## src/hw/rtl/tadda_pkg.sv

```systemverilog
// ----------------------------------------------------------------------------
// tadda_pkg
// Shared types and codes for the three-axis DDA step generator.
// ----------------------------------------------------------------------------
package tadda_pkg;

    localparam int NUM_AXES     = 3;
    localparam int CFG_IDX_BITS = 3;

    localparam logic REQ_LOAD = 1'b0;
    localparam logic REQ_TICK = 1'b1;

    localparam logic [CFG_IDX_BITS-1:0] CFG_MAX_X    = 3'd0;
    localparam logic [CFG_IDX_BITS-1:0] CFG_MAX_Y    = 3'd1;
    localparam logic [CFG_IDX_BITS-1:0] CFG_MAX_Z    = 3'd2;
    localparam logic [CFG_IDX_BITS-1:0] CFG_POS_DIR  = 3'd3;
    localparam logic [CFG_IDX_BITS-1:0] CFG_HOME_DIR = 3'd4;
    localparam logic [CFG_IDX_BITS-1:0] CFG_HOMED    = 3'd5;

    // merge -> lanes
    typedef struct packed {
        logic load;     // load transfer: latch a new move
        logic tick;     // tick transfer while a move is running
        logic commit;   // pulses are real, count positions
    } t_lane_ctl;

    // lanes -> merge
    typedef struct packed {
        logic hit;      // axis pulses in this slot
        logic enabled;  // axis has a nonzero magnitude
        logic toward;   // axis moves toward its limit switch
        logic dir;      // direction level currently driven
    } t_lane_stat;

endpackage

```

## src/hw/rtl/tadda_lane.sv

```systemverilog
// ----------------------------------------------------------------------------
// tadda_lane
// One axis: clamp on load, DDA error accumulator per slot, position counter.
// ----------------------------------------------------------------------------
module tadda_lane
    import tadda_pkg::*;
#(
    parameter int MOVE_BITS     = 15,
    parameter int POSITION_BITS = 32
) (
    input  logic                     i_clk,
    input  logic                     i_rst_n,
    input  t_lane_ctl                i_ctl,
    input  logic signed [15:0]       i_move,
    input  logic [MOVE_BITS-1:0]     i_max_steps,
    input  logic                     i_pos_dir,
    input  logic                     i_home_dir,
    input  logic                     i_homed,
    input  logic [MOVE_BITS-1:0]     i_major,
    output t_lane_stat               o_stat,
    output logic [MOVE_BITS-1:0]     o_load_mag,
    output logic [POSITION_BITS-1:0] o_pos
);

    localparam int W = ((MOVE_BITS > 16) ? MOVE_BITS : 16) + 2;

    logic [MOVE_BITS-1:0]     r_mag;
    logic [MOVE_BITS-1:0]     r_acc;
    logic                     r_enabled;
    logic                     r_toward;
    logic                     r_dir;
    logic [POSITION_BITS-1:0] r_pos;

    logic signed [W-1:0]  req_w;
    logic signed [W-1:0]  lim_w;
    logic signed [W-1:0]  clamp_w;
    logic [W-1:0]         abs_w;
    logic [MOVE_BITS-1:0] load_mag;
    logic                 load_dir;
    logic [MOVE_BITS:0]   sum;
    logic                 ge;
    logic [MOVE_BITS:0]   n_acc_w;

    always_comb begin
        req_w = {{(W-16){i_move[15]}}, i_move};
        lim_w = {{(W-MOVE_BITS){1'b0}}, i_max_steps};
        if (req_w > lim_w) begin
            clamp_w = lim_w;
        end else if (req_w < -lim_w) begin
            clamp_w = -lim_w;
        end else begin
            clamp_w = req_w;
        end
        abs_w    = clamp_w[W-1] ? unsigned'(-clamp_w) : unsigned'(clamp_w);
        load_mag = abs_w[MOVE_BITS-1:0];
        load_dir = (!clamp_w[W-1] && (clamp_w != '0)) ? i_pos_dir : ~i_pos_dir;
    end

    always_comb begin
        sum     = {1'b0, r_acc} + {1'b0, r_mag};
        ge      = (sum >= {1'b0, i_major});
        n_acc_w = ge ? (sum - {1'b0, i_major}) : sum;
    end

    always_ff @(posedge i_clk) begin
        if (!i_rst_n) begin
            r_mag     <= '0;
            r_acc     <= '0;
            r_enabled <= 1'b0;
            r_toward  <= 1'b0;
            r_dir     <= 1'b0;
            r_pos     <= '0;
        end else begin
            if (i_ctl.load) begin
                r_mag     <= load_mag;
                r_acc     <= '0;
                r_enabled <= (load_mag != '0);
                r_toward  <= (load_dir == i_home_dir);
                if (load_mag != '0) begin
                    r_dir <= load_dir;
                end
            end else if (i_ctl.tick) begin
                r_acc <= n_acc_w[MOVE_BITS-1:0];
            end
            if (i_ctl.commit && ge && r_enabled && i_homed) begin
                if (r_dir == i_pos_dir) begin
                    r_pos <= r_pos + POSITION_BITS'(1);
                end else begin
                    r_pos <= r_pos - POSITION_BITS'(1);
                end
            end
        end
    end

    assign o_stat.hit     = ge && r_enabled;
    assign o_stat.enabled = r_enabled;
    assign o_stat.toward  = r_toward;
    assign o_stat.dir     = r_dir;
    assign o_load_mag     = load_mag;
    assign o_pos          = r_pos;

endmodule

```

## src/hw/rtl/tadda_merge.sv

```systemverilog
// ----------------------------------------------------------------------------
// tadda_merge
// Combines lane results: major count, slot counter, fault and done, handshake.
// ----------------------------------------------------------------------------
module tadda_merge
    import tadda_pkg::*;
#(
    parameter int MOVE_BITS = 15
) (
    input  logic                 i_clk,
    input  logic                 i_rst_n,
    input  logic                 i_in_valid,
    output logic                 o_in_ready,
    input  logic                 i_req_type,
    input  logic [2:0]           i_limit_before,
    input  logic [2:0]           i_limit_after,
    input  t_lane_stat           i_stat [NUM_AXES],
    input  logic [MOVE_BITS-1:0] i_load_mag [NUM_AXES],
    output t_lane_ctl            o_ctl,
    output logic [MOVE_BITS-1:0] o_major,
    output logic                 o_out_valid,
    input  logic                 i_out_ready,
    output logic [2:0]           o_step_mask,
    output logic                 o_move_done,
    output logic                 o_move_fault,
    output logic                 o_busy_res
);

    logic [MOVE_BITS-1:0] r_major;
    logic [MOVE_BITS-1:0] r_slot;
    logic                 r_active;
    logic                 r_out_valid;
    logic [2:0]           r_step;
    logic                 r_done;
    logic                 r_fault;

    logic [MOVE_BITS-1:0] n_major;
    logic [MOVE_BITS-1:0] n_slot;
    logic                 n_active;
    logic [2:0]           n_step;
    logic                 n_done;
    logic                 n_fault;

    logic                 xfer;
    logic [2:0]           hits;
    logic [2:0]           enabled;
    logic [2:0]           toward;
    logic                 fault_b;
    logic                 fault_a;
    logic [MOVE_BITS-1:0] slot_inc;
    logic [MOVE_BITS-1:0] max_xy;

    assign o_in_ready = !r_out_valid || i_out_ready;
    assign xfer       = i_in_valid && o_in_ready;

    always_comb begin
        for (int a = 0; a < NUM_AXES; a++) begin
            hits[a]    = i_stat[a].hit;
            enabled[a] = i_stat[a].enabled;
            toward[a]  = i_stat[a].toward;
        end
        fault_b  = |(hits & toward & i_limit_before);
        fault_a  = |(enabled & toward & i_limit_after);
        slot_inc = r_slot + MOVE_BITS'(1);
        max_xy   = (i_load_mag[1] > i_load_mag[0]) ? i_load_mag[1] : i_load_mag[0];
    end

    always_comb begin
        o_ctl.load   = xfer && (i_req_type == REQ_LOAD);
        o_ctl.tick   = xfer && (i_req_type == REQ_TICK) && r_active;
        o_ctl.commit = o_ctl.tick && !fault_b;
    end

    always_comb begin
        n_major  = r_major;
        n_slot   = r_slot;
        n_active = r_active;
        n_step   = '0;
        n_done   = 1'b0;
        n_fault  = 1'b0;
        if (o_ctl.load) begin
            n_major  = (i_load_mag[2] > max_xy) ? i_load_mag[2] : max_xy;
            n_slot   = '0;
            n_active = (n_major != '0);
            n_done   = (n_major == '0);
        end else if (o_ctl.tick) begin
            if (fault_b) begin
                n_active = 1'b0;
                n_fault  = 1'b1;
            end else if (fault_a) begin
                n_active = 1'b0;
                n_fault  = 1'b1;
                n_step   = hits;
            end else begin
                n_slot = slot_inc;
                n_step = hits;
                if (slot_inc >= r_major) begin
                    n_active = 1'b0;
                    n_done   = 1'b1;
                end
            end
        end
    end

    always_ff @(posedge i_clk) begin
        if (!i_rst_n) begin
            r_major     <= '0;
            r_slot      <= '0;
            r_active    <= 1'b0;
            r_out_valid <= 1'b0;
            r_step      <= '0;
            r_done      <= 1'b0;
            r_fault     <= 1'b0;
        end else begin
            if (xfer) begin
                r_major     <= n_major;
                r_slot      <= n_slot;
                r_active    <= n_active;
                r_out_valid <= 1'b1;
                r_step      <= n_step;
                r_done      <= n_done;
                r_fault     <= n_fault;
            end else if (i_out_ready) begin
                r_out_valid <= 1'b0;
            end
        end
    end

    assign o_major      = r_major;
    assign o_out_valid  = r_out_valid;
    assign o_step_mask  = r_step;
    assign o_move_done  = r_done;
    assign o_move_fault = r_fault;
    assign o_busy_res   = r_active;

    a_done_fault_excl: assert property (@(posedge i_clk) disable iff (!i_rst_n)
        r_out_valid |-> !(r_done && r_fault))
        else $error("done and fault reported together");

    a_done_not_busy: assert property (@(posedge i_clk) disable iff (!i_rst_n)
        (r_out_valid && (r_done || r_fault)) |-> !r_active)
        else $error("move ended but still busy");

    a_slot_range: assert property (@(posedge i_clk) disable iff (!i_rst_n)
        r_active |-> (r_slot < r_major))
        else $error("slot index past major count");

    a_step_owner: assert property (@(posedge i_clk) disable iff (!i_rst_n)
        (r_out_valid && (r_step != '0)) |-> (r_active || r_done || r_fault))
        else $error("pulses reported outside a move");

    a_fault_ends: assert property (@(posedge i_clk) disable iff (!i_rst_n)
        (o_ctl.tick && fault_b) |=> (!r_active && r_fault))
        else $error("fault before pulse did not end the move");

endmodule

```

## src/hw/rtl/three_axis_dda_step_generator_core.sv

```systemverilog
// ----------------------------------------------------------------------------
// three_axis_dda_step_generator_core
// Three-axis Bresenham/DDA step generator with limit checks and positions.
// ----------------------------------------------------------------------------
// Usage:
//   Input channel (i_in_valid/o_in_ready): req_type LOAD latches a clamped
//   X/Y/Z move, req_type TICK runs one step slot with limit samples taken
//   before and after the pulse. Every input transfer yields exactly one
//   result on the output channel (o_out_valid/i_out_ready).
//   Result: registered, valid in the cycle after the input transfer.
//   Throughput: one item per cycle unless the output stalls; the three axis
//   lanes update their error accumulators in parallel and the merge stage
//   resolves fault/done in the same cycle; the single output register is the only limit.
//   Stall: while a result waits for i_out_ready, o_in_ready is low; it is
//   high again in the cycle the waiting result is taken, so a transfer can
//   happen on both sides in the same cycle.
//   Config: plain write port (i_cfg_we/i_cfg_idx/i_cfg_data); the user must
//   write it only while no result is outstanding, unchecked by the block.
//   Reset (synchronous, i_rst_n low): idle, positions and directions zero,
//   max steps 32767, positive direction mask 7, other masks 0.
// ----------------------------------------------------------------------------
module three_axis_dda_step_generator_core
    import tadda_pkg::*;
#(
    parameter int MOVE_BITS     = 15,
    parameter int POSITION_BITS = 32
) (
    input  logic                    i_clk,
    input  logic                    i_rst_n,
    input  logic                    i_cfg_we,
    input  logic [CFG_IDX_BITS-1:0] i_cfg_idx,
    input  logic [MOVE_BITS-1:0]    i_cfg_data,
    input  logic                    i_in_valid,
    output logic                    o_in_ready,
    input  logic                    i_req_type,
    input  logic signed [15:0]      i_move_x,
    input  logic signed [15:0]      i_move_y,
    input  logic signed [15:0]      i_move_z,
    input  logic [2:0]              i_limit_before,
    input  logic [2:0]              i_limit_after,
    output logic                    o_out_valid,
    input  logic                    i_out_ready,
    output logic [2:0]              o_step_mask,
    output logic [2:0]              o_dir_level,
    output logic                    o_move_done,
    output logic                    o_move_fault,
    output logic                    o_busy_res,
    output logic signed [31:0]      o_pos_x,
    output logic signed [31:0]      o_pos_y,
    output logic signed [31:0]      o_pos_z
);

    logic [MOVE_BITS-1:0] r_max_steps [NUM_AXES];
    logic [2:0]           r_pos_dir;
    logic [2:0]           r_home_dir;
    logic [2:0]           r_homed;

    t_lane_ctl            lane_ctl;
    t_lane_stat           lane_stat [NUM_AXES];
    logic [MOVE_BITS-1:0] load_mag  [NUM_AXES];
    logic [MOVE_BITS-1:0] major;
    logic signed [15:0]   move      [NUM_AXES];
    logic [POSITION_BITS-1:0] lane_pos [NUM_AXES];
    logic [31:0]          pos32     [NUM_AXES];

    always_ff @(posedge i_clk) begin
        if (!i_rst_n) begin
            for (int a = 0; a < NUM_AXES; a++) begin
                r_max_steps[a] <= MOVE_BITS'(32767);
            end
            r_pos_dir  <= 3'b111;
            r_home_dir <= 3'b000;
            r_homed    <= 3'b000;
        end else if (i_cfg_we) begin
            unique case (i_cfg_idx)
                CFG_MAX_X:    r_max_steps[0] <= i_cfg_data;
                CFG_MAX_Y:    r_max_steps[1] <= i_cfg_data;
                CFG_MAX_Z:    r_max_steps[2] <= i_cfg_data;
                CFG_POS_DIR:  r_pos_dir      <= i_cfg_data[2:0];
                CFG_HOME_DIR: r_home_dir     <= i_cfg_data[2:0];
                CFG_HOMED:    r_homed        <= i_cfg_data[2:0];
                default:      ;
            endcase
        end
    end

    assign move[0] = i_move_x;
    assign move[1] = i_move_y;
    assign move[2] = i_move_z;

    for (genvar a = 0; a < NUM_AXES; a++) begin : g_lane
        tadda_lane #(
            .MOVE_BITS     (MOVE_BITS),
            .POSITION_BITS (POSITION_BITS)
        ) u_lane (
            .i_clk       (i_clk),
            .i_rst_n     (i_rst_n),
            .i_ctl       (lane_ctl),
            .i_move      (move[a]),
            .i_max_steps (r_max_steps[a]),
            .i_pos_dir   (r_pos_dir[a]),
            .i_home_dir  (r_home_dir[a]),
            .i_homed     (r_homed[a]),
            .i_major     (major),
            .o_stat      (lane_stat[a]),
            .o_load_mag  (load_mag[a]),
            .o_pos       (lane_pos[a])
        );

        assign o_dir_level[a] = lane_stat[a].dir;

        if (POSITION_BITS >= 32) begin : g_pos_trunc
            assign pos32[a] = lane_pos[a][31:0];
        end else begin : g_pos_ext
            assign pos32[a] = {{(32-POSITION_BITS){1'b0}}, lane_pos[a]};
        end
    end

    tadda_merge #(
        .MOVE_BITS (MOVE_BITS)
    ) u_merge (
        .i_clk          (i_clk),
        .i_rst_n        (i_rst_n),
        .i_in_valid     (i_in_valid),
        .o_in_ready     (o_in_ready),
        .i_req_type     (i_req_type),
        .i_limit_before (i_limit_before),
        .i_limit_after  (i_limit_after),
        .i_stat         (lane_stat),
        .i_load_mag     (load_mag),
        .o_ctl          (lane_ctl),
        .o_major        (major),
        .o_out_valid    (o_out_valid),
        .i_out_ready    (i_out_ready),
        .o_step_mask    (o_step_mask),
        .o_move_done    (o_move_done),
        .o_move_fault   (o_move_fault),
        .o_busy_res     (o_busy_res)
    );

    assign o_pos_x = signed'(pos32[0]);
    assign o_pos_y = signed'(pos32[1]);
    assign o_pos_z = signed'(pos32[2]);

endmodule
```

## config.mk

```make
export PLATFORM = sky130hd
export DESIGN_NAME = three_axis_dda_step_generator_core
export DESIGN_NICKNAME = d
export VERILOG_FILES = /design/src/hw/rtl/tadda_pkg.sv /design/src/hw/rtl/tadda_lane.sv /design/src/hw/rtl/tadda_merge.sv /design/src/hw/rtl/three_axis_dda_step_generator_core.sv
export SDC_FILE = /design/constraint.sdc
export NUM_CORES = 1
export LEC_CHECK = 0
export BUFFER_PORTS_ARGS = -buffer_cell sky130_fd_sc_hd__buf_2
export CAP_MARGIN = 20
export CORE_UTILIZATION = 50
export DETAILED_ROUTE_END_ITERATION = 16
export PLACE_DENSITY = 0.68
export SETUP_SLACK_MARGIN = 0.3
export SLEW_MARGIN = 10
export SYNTH_ARGS = -nofsm -noshare
export SYNTH_HDL_FRONTEND = slang
export SYNTH_HIERARCHICAL = 1
export SYNTH_SLANG_ARGS = --single-unit
```

## constraint.sdc

```tcl
create_clock -name i_clk -period 11.1 [get_ports i_clk]
set_input_delay 1.11 -clock i_clk [delete_from_list [all_inputs] [get_ports i_clk]]
set_output_delay 1.11 -clock i_clk [all_outputs]
set_load 0.005 [all_outputs]
```

==> PnR_summary.wiki <==
{| class="wikitable"
! Metric !! Value
|-
| Max-capacitance violation count || 0
|-
| CP peak stage delay || around 0.59 ns
|-
| Endpoint of the most critical register-to-register path || u_merge/o_move_done
|-
| Cell with the largest stage delay on the worst path || sky130_fd_sc_hd__or4_1
|-
| Count of boundary I/O pins || 185
|-
| Clock tree root driver cell || sky130_fd_sc_hd__clkbuf_16
|-
| Max Buffers Root-to-Sink || 3
|-
| Htree depth || 2
|-
| Final cycle utilization of the critical path || between 90% and 100%
|-
| Number of nets in the finished design || 4115
|-
| Ant diodes || 0
|-
| Area of the die || 0.05732 sq mm
|-
| Effective utilization at floorplan || about half
|-
| Global-route wire length before repair || 133200 microns
|-
| DRC viols || 0
|-
| Number of core rows || 86
|-
| Synth cell types || 118
|-
| Power per cell area || between 150 and 200 mW/mm^2
|-
| DRT iter0 DRCs || 2195
|-
| Final weighted congestion in routability-driven placement || roughly 1.0
|-
| Critical path arrival || approximately 11 ns
|-
| Kind of end point of the critical path || flip-flop
|-
| Leakage power of the design || 13.67 nW
|-
| Worst-skew pair later-pin latency || 0.59 ns
|-
| Routed wire per std cell || ~19 microns
|-
| TritonCTS clock tree || done
|-
| Fin Setup TNS || 0 ns
|-
| Vias in the first global route || between 20000 and 25000
|-
| Async set-reset flop share out of synthesis || 0%
|-
| Post-Route Skew || slightly above 0.04 ns
|-
| First-pass iteration count of the detailed router || 5
|-
| Min Tclk post-route || 10.06 ns
|-
| Pin slew with the least headroom to its limit || 0.9584 ns
|-
| Fmax || 0.09938 GHz
|-
| Peak VDD IR || ~0.12 mV
|-
| Number of slew-limit violations in the final report || 0
|-
| Die Y-Extent || 239.4 microns
|-
| Hold_buf cts || 0
|-
| Kind of start point of the critical path || flip-flop
|-
| Sum of overflow across all layers after global routing || 0
|-
| Kind of critical path || reg2reg
|-
| Unrepaired setup endpoints after global routing || false
|-
| Count of warnings emitted by yosys || 6
|-
| Port-buffer cells || 184
|-
| Reg2Reg Launch Point || r_max_steps[0][3]
|-
| Clock-pin slew of the registers on the worst-case setup and hold paths || 0.06 ns
|-
| Crit path to || u_merge/o_move_done
|-
| Total number of vias || 26746
|-
| Most common cell after layout, fill and taps aside || sky130_fd_sc_hd__nand2_1
|-
| Clock sinks || about 290
|-
| Post-CTS setup buffer count || 0
|-
| Area growth, synth to finish || 10.45%
|-
| Syn_area_per_cell || between 7 and 8 sq um
|-
| Vias/cell || 5.966
|-
| Critical path fanouts, max || 29
|-
| Number of synthesized register bits || approximately 290
|-
| Top_reg_cell synth || sky130_fd_sc_hd__dfxtp_1
|-
| Max-Slew Margin vs Limit || 36.10%
|-
| Fraction of layout instances using a drive strength above 1 || between 10% and 20%
|-
| Sequential area share after synthesis || between 20% and 30%
|-
| Biggest area consumer among synthesized cells || sky130_fd_sc_hd__dfxtp_1
|-
| Pin count of the biggest net entering global routing || between 90 and 100
|-
| Placeable core region || 0.05542 sq mm
|-
| Number of antenna violations at the first check in global routing || 1
|-
| Overall power || 0.004739 W
|-
| Final setup violation count || 0
|-
| Setup crit start || r_max_steps[0][3]
|-
| Count of endpoints failing hold in the final timing report || 0
|-
| Share of the synthesized area in the top cell type || 17.12%
|-
| Most used cells in the layout excluding fill and tap cells || sky130_fd_sc_hd__nand2_1 (402), sky130_fd_sc_hd__ha_1 (323), sky130_fd_sc_hd__nor2_1 (268)
|-
| Top post-synthesis cells by area || sky130_fd_sc_hd__dfxtp_1 (17%), sky130_fd_sc_hd__ha_1 (14%), sky130_fd_sc_hd__nand2_1 (5.4%), sky130_fd_sc_hd__xnor2_1 (5.0%), sky130_fd_sc_hd__edfxtp_1 (4.8%)
|-
| Outcome || completed
|-
| Total of cells resized after clock tree synthesis || 0
|-
| Gate count after technology mapping || 3574
|-
| Worst reg-to-reg path cell count || 36
|-
| Most frequent cell on the critical path || sky130_fd_sc_hd__a21oi_1
|-
| Die Span X || 239.4 microns
|-
| Overall routing resource usage || between 20% and 30%
|-
| Final ANT Viol Nets || 0
|-
| Hold/Removal Path Class || reg2reg
|-
| EDFF count, synth || 45
|-
| Critical Path RT || around 12 ns
|-
| Drt total wl || 83740 microns
|-
| Summed instance area of the synthesized netlist || 0.02818 sq mm
|-
| Final HPWL from detailed placement || around 64000 microns
|-
| Cts bufs inserted || 39
|-
| Slack of the worst reg-to-reg path || 1.04 ns
|-
| Post-synthesis net count || 3985
|}
## area by class of cell
| class | count | area [sq um] |
|---|---|---|
| Clock buffer | 48 | 1106 |
| Clock inverter | 24 | 222.7 |
| Tap cell | 748 | 935.9 |
| Inverter | 241 | 905.9 |
| Fill cell | 5234 | 24290 |
| Multi-Input combinational cell | 2913 | 20560 |
| Sequential cell | 286 | 6176 |
| Timing Repair Buffer | 223 | 1220 |
## power by group
group	switching, W	internal (W)	leakage, nW
registers	0.000102	0.00111	2.40
clock network	0.000534	0.000764	0.631
logic	0.00136	0.000874	10.6
## routing by layer
layer | wire length (microns) | share of wire (%) | vias up | global-route usage (%)
met1 | 39550 | 47 | 12383 | 40.42
met2 | 36740 | 44 | 854 | 45.45
met3 | 5126 | 6.1 | 160 | 3.792
met4 | 2308 | 2.8 | 2 | 9.013
met5 | 13 | 0.016 | - | 0
li1 | - | - | 13347 | -
## cell usage after synthesis (all sizes together) (20+ instances only)
| cell type | count |
|---|---|
| or2 | 20 |
| nand2b | 32 |
| edfxtp | 45 |
| nand3 | 106 |
| o21a | 20 |
| a211oi | 72 |
| and3 | 28 |
| o21bai | 24 |
| nor2 | 272 |
| o31ai | 27 |
| buf | 41 |
| nor3 | 65 |
| mux2i | 79 |
| ha | 324 |
| a21oi | 265 |
| o21ai | 190 |
| nand3b | 29 |
| a21boi | 76 |
| nor4 | 35 |
| nand4 | 67 |
| a2111oi | 20 |
| nor2b | 52 |
| and2 | 39 |
| inv | 240 |
| o211ai | 31 |
| xnor2 | 160 |
| dfxtp | 241 |
| xor2 | 69 |
| or3 | 24 |
| a31oi | 35 |
| nand2 | 403 |
| a21o | 93 |
| clkbuf | 93 |
## stage by stage
stage               setup slack [ns]  utilization [%]  hold WS [ns]  area [sq um]  cells
CTS                           0.6163            56.12        0.4606         31100   4483
floorplan                      2.697                -        0.4384         28180   3574
global route                  0.3159            56.17        0.4884         31130   4483
finish                         1.038            56.17        0.4589         31130   4483
detailed placement            0.6413            53.72        0.4526         29770   4411
global placement              0.8707            53.72        0.4500         29770   4411
## worst max-delay path, delay by kind of cell (launching register included)
family	cells	cell delay, ns
xor+xnor	1	0.34
simple gates	11	3.17
buf+inv	3	0.52
fa+ha+maj	4	1.20
compound gates	16	4.02
mux	1	0.21
flops	1	0.47
## how the worst min path moves through the flow
stage,start,to,slack [ns],depth (start not counted)
after global placement,r_homed[2],r_homed[2],0.45,2
final,r_homed[2],r_homed[2],0.46,2
after floorplan,r_homed[0],r_homed[0],0.44,2
after global routing,g_lane[0].u_lane/o_pos[22],g_lane[0].u_lane/o_pos[22],0.49,2
after CTS,r_homed[2],r_homed[2],0.46,2
after detailed placement,r_homed[2],r_homed[2],0.45,2
## registers in the layout, summed over array words and instances (netlist names)
name,flops
g_lane.u_lane/o_pos,96
g_lane.u_lane/r_acc,45
g_lane.u_lane/r_mag,45
r_max_steps,45
u_merge/o_major,15
u_merge/r_slot,15
g_lane.u_lane/r_dir,3
g_lane.u_lane/r_enabled,3
g_lane.u_lane/r_toward,3
r_home_dir,3
r_homed,3
r_pos_dir,3
u_merge/o_step_mask,3
u_merge/o_busy_res,1
u_merge/o_move_done,1
u_merge/o_move_fault,1
u_merge/o_out_valid,1
## kinds of logic after synthesis
group / share of synthesized area [%]
buf+inv: 5.483
mux: 3.205
simple gates: 22.02
flops: 21.91
compound gates: 25.24
xor+xnor: 7.117
fa+ha+maj: 15.02
(Power assumes the default switching activity.)
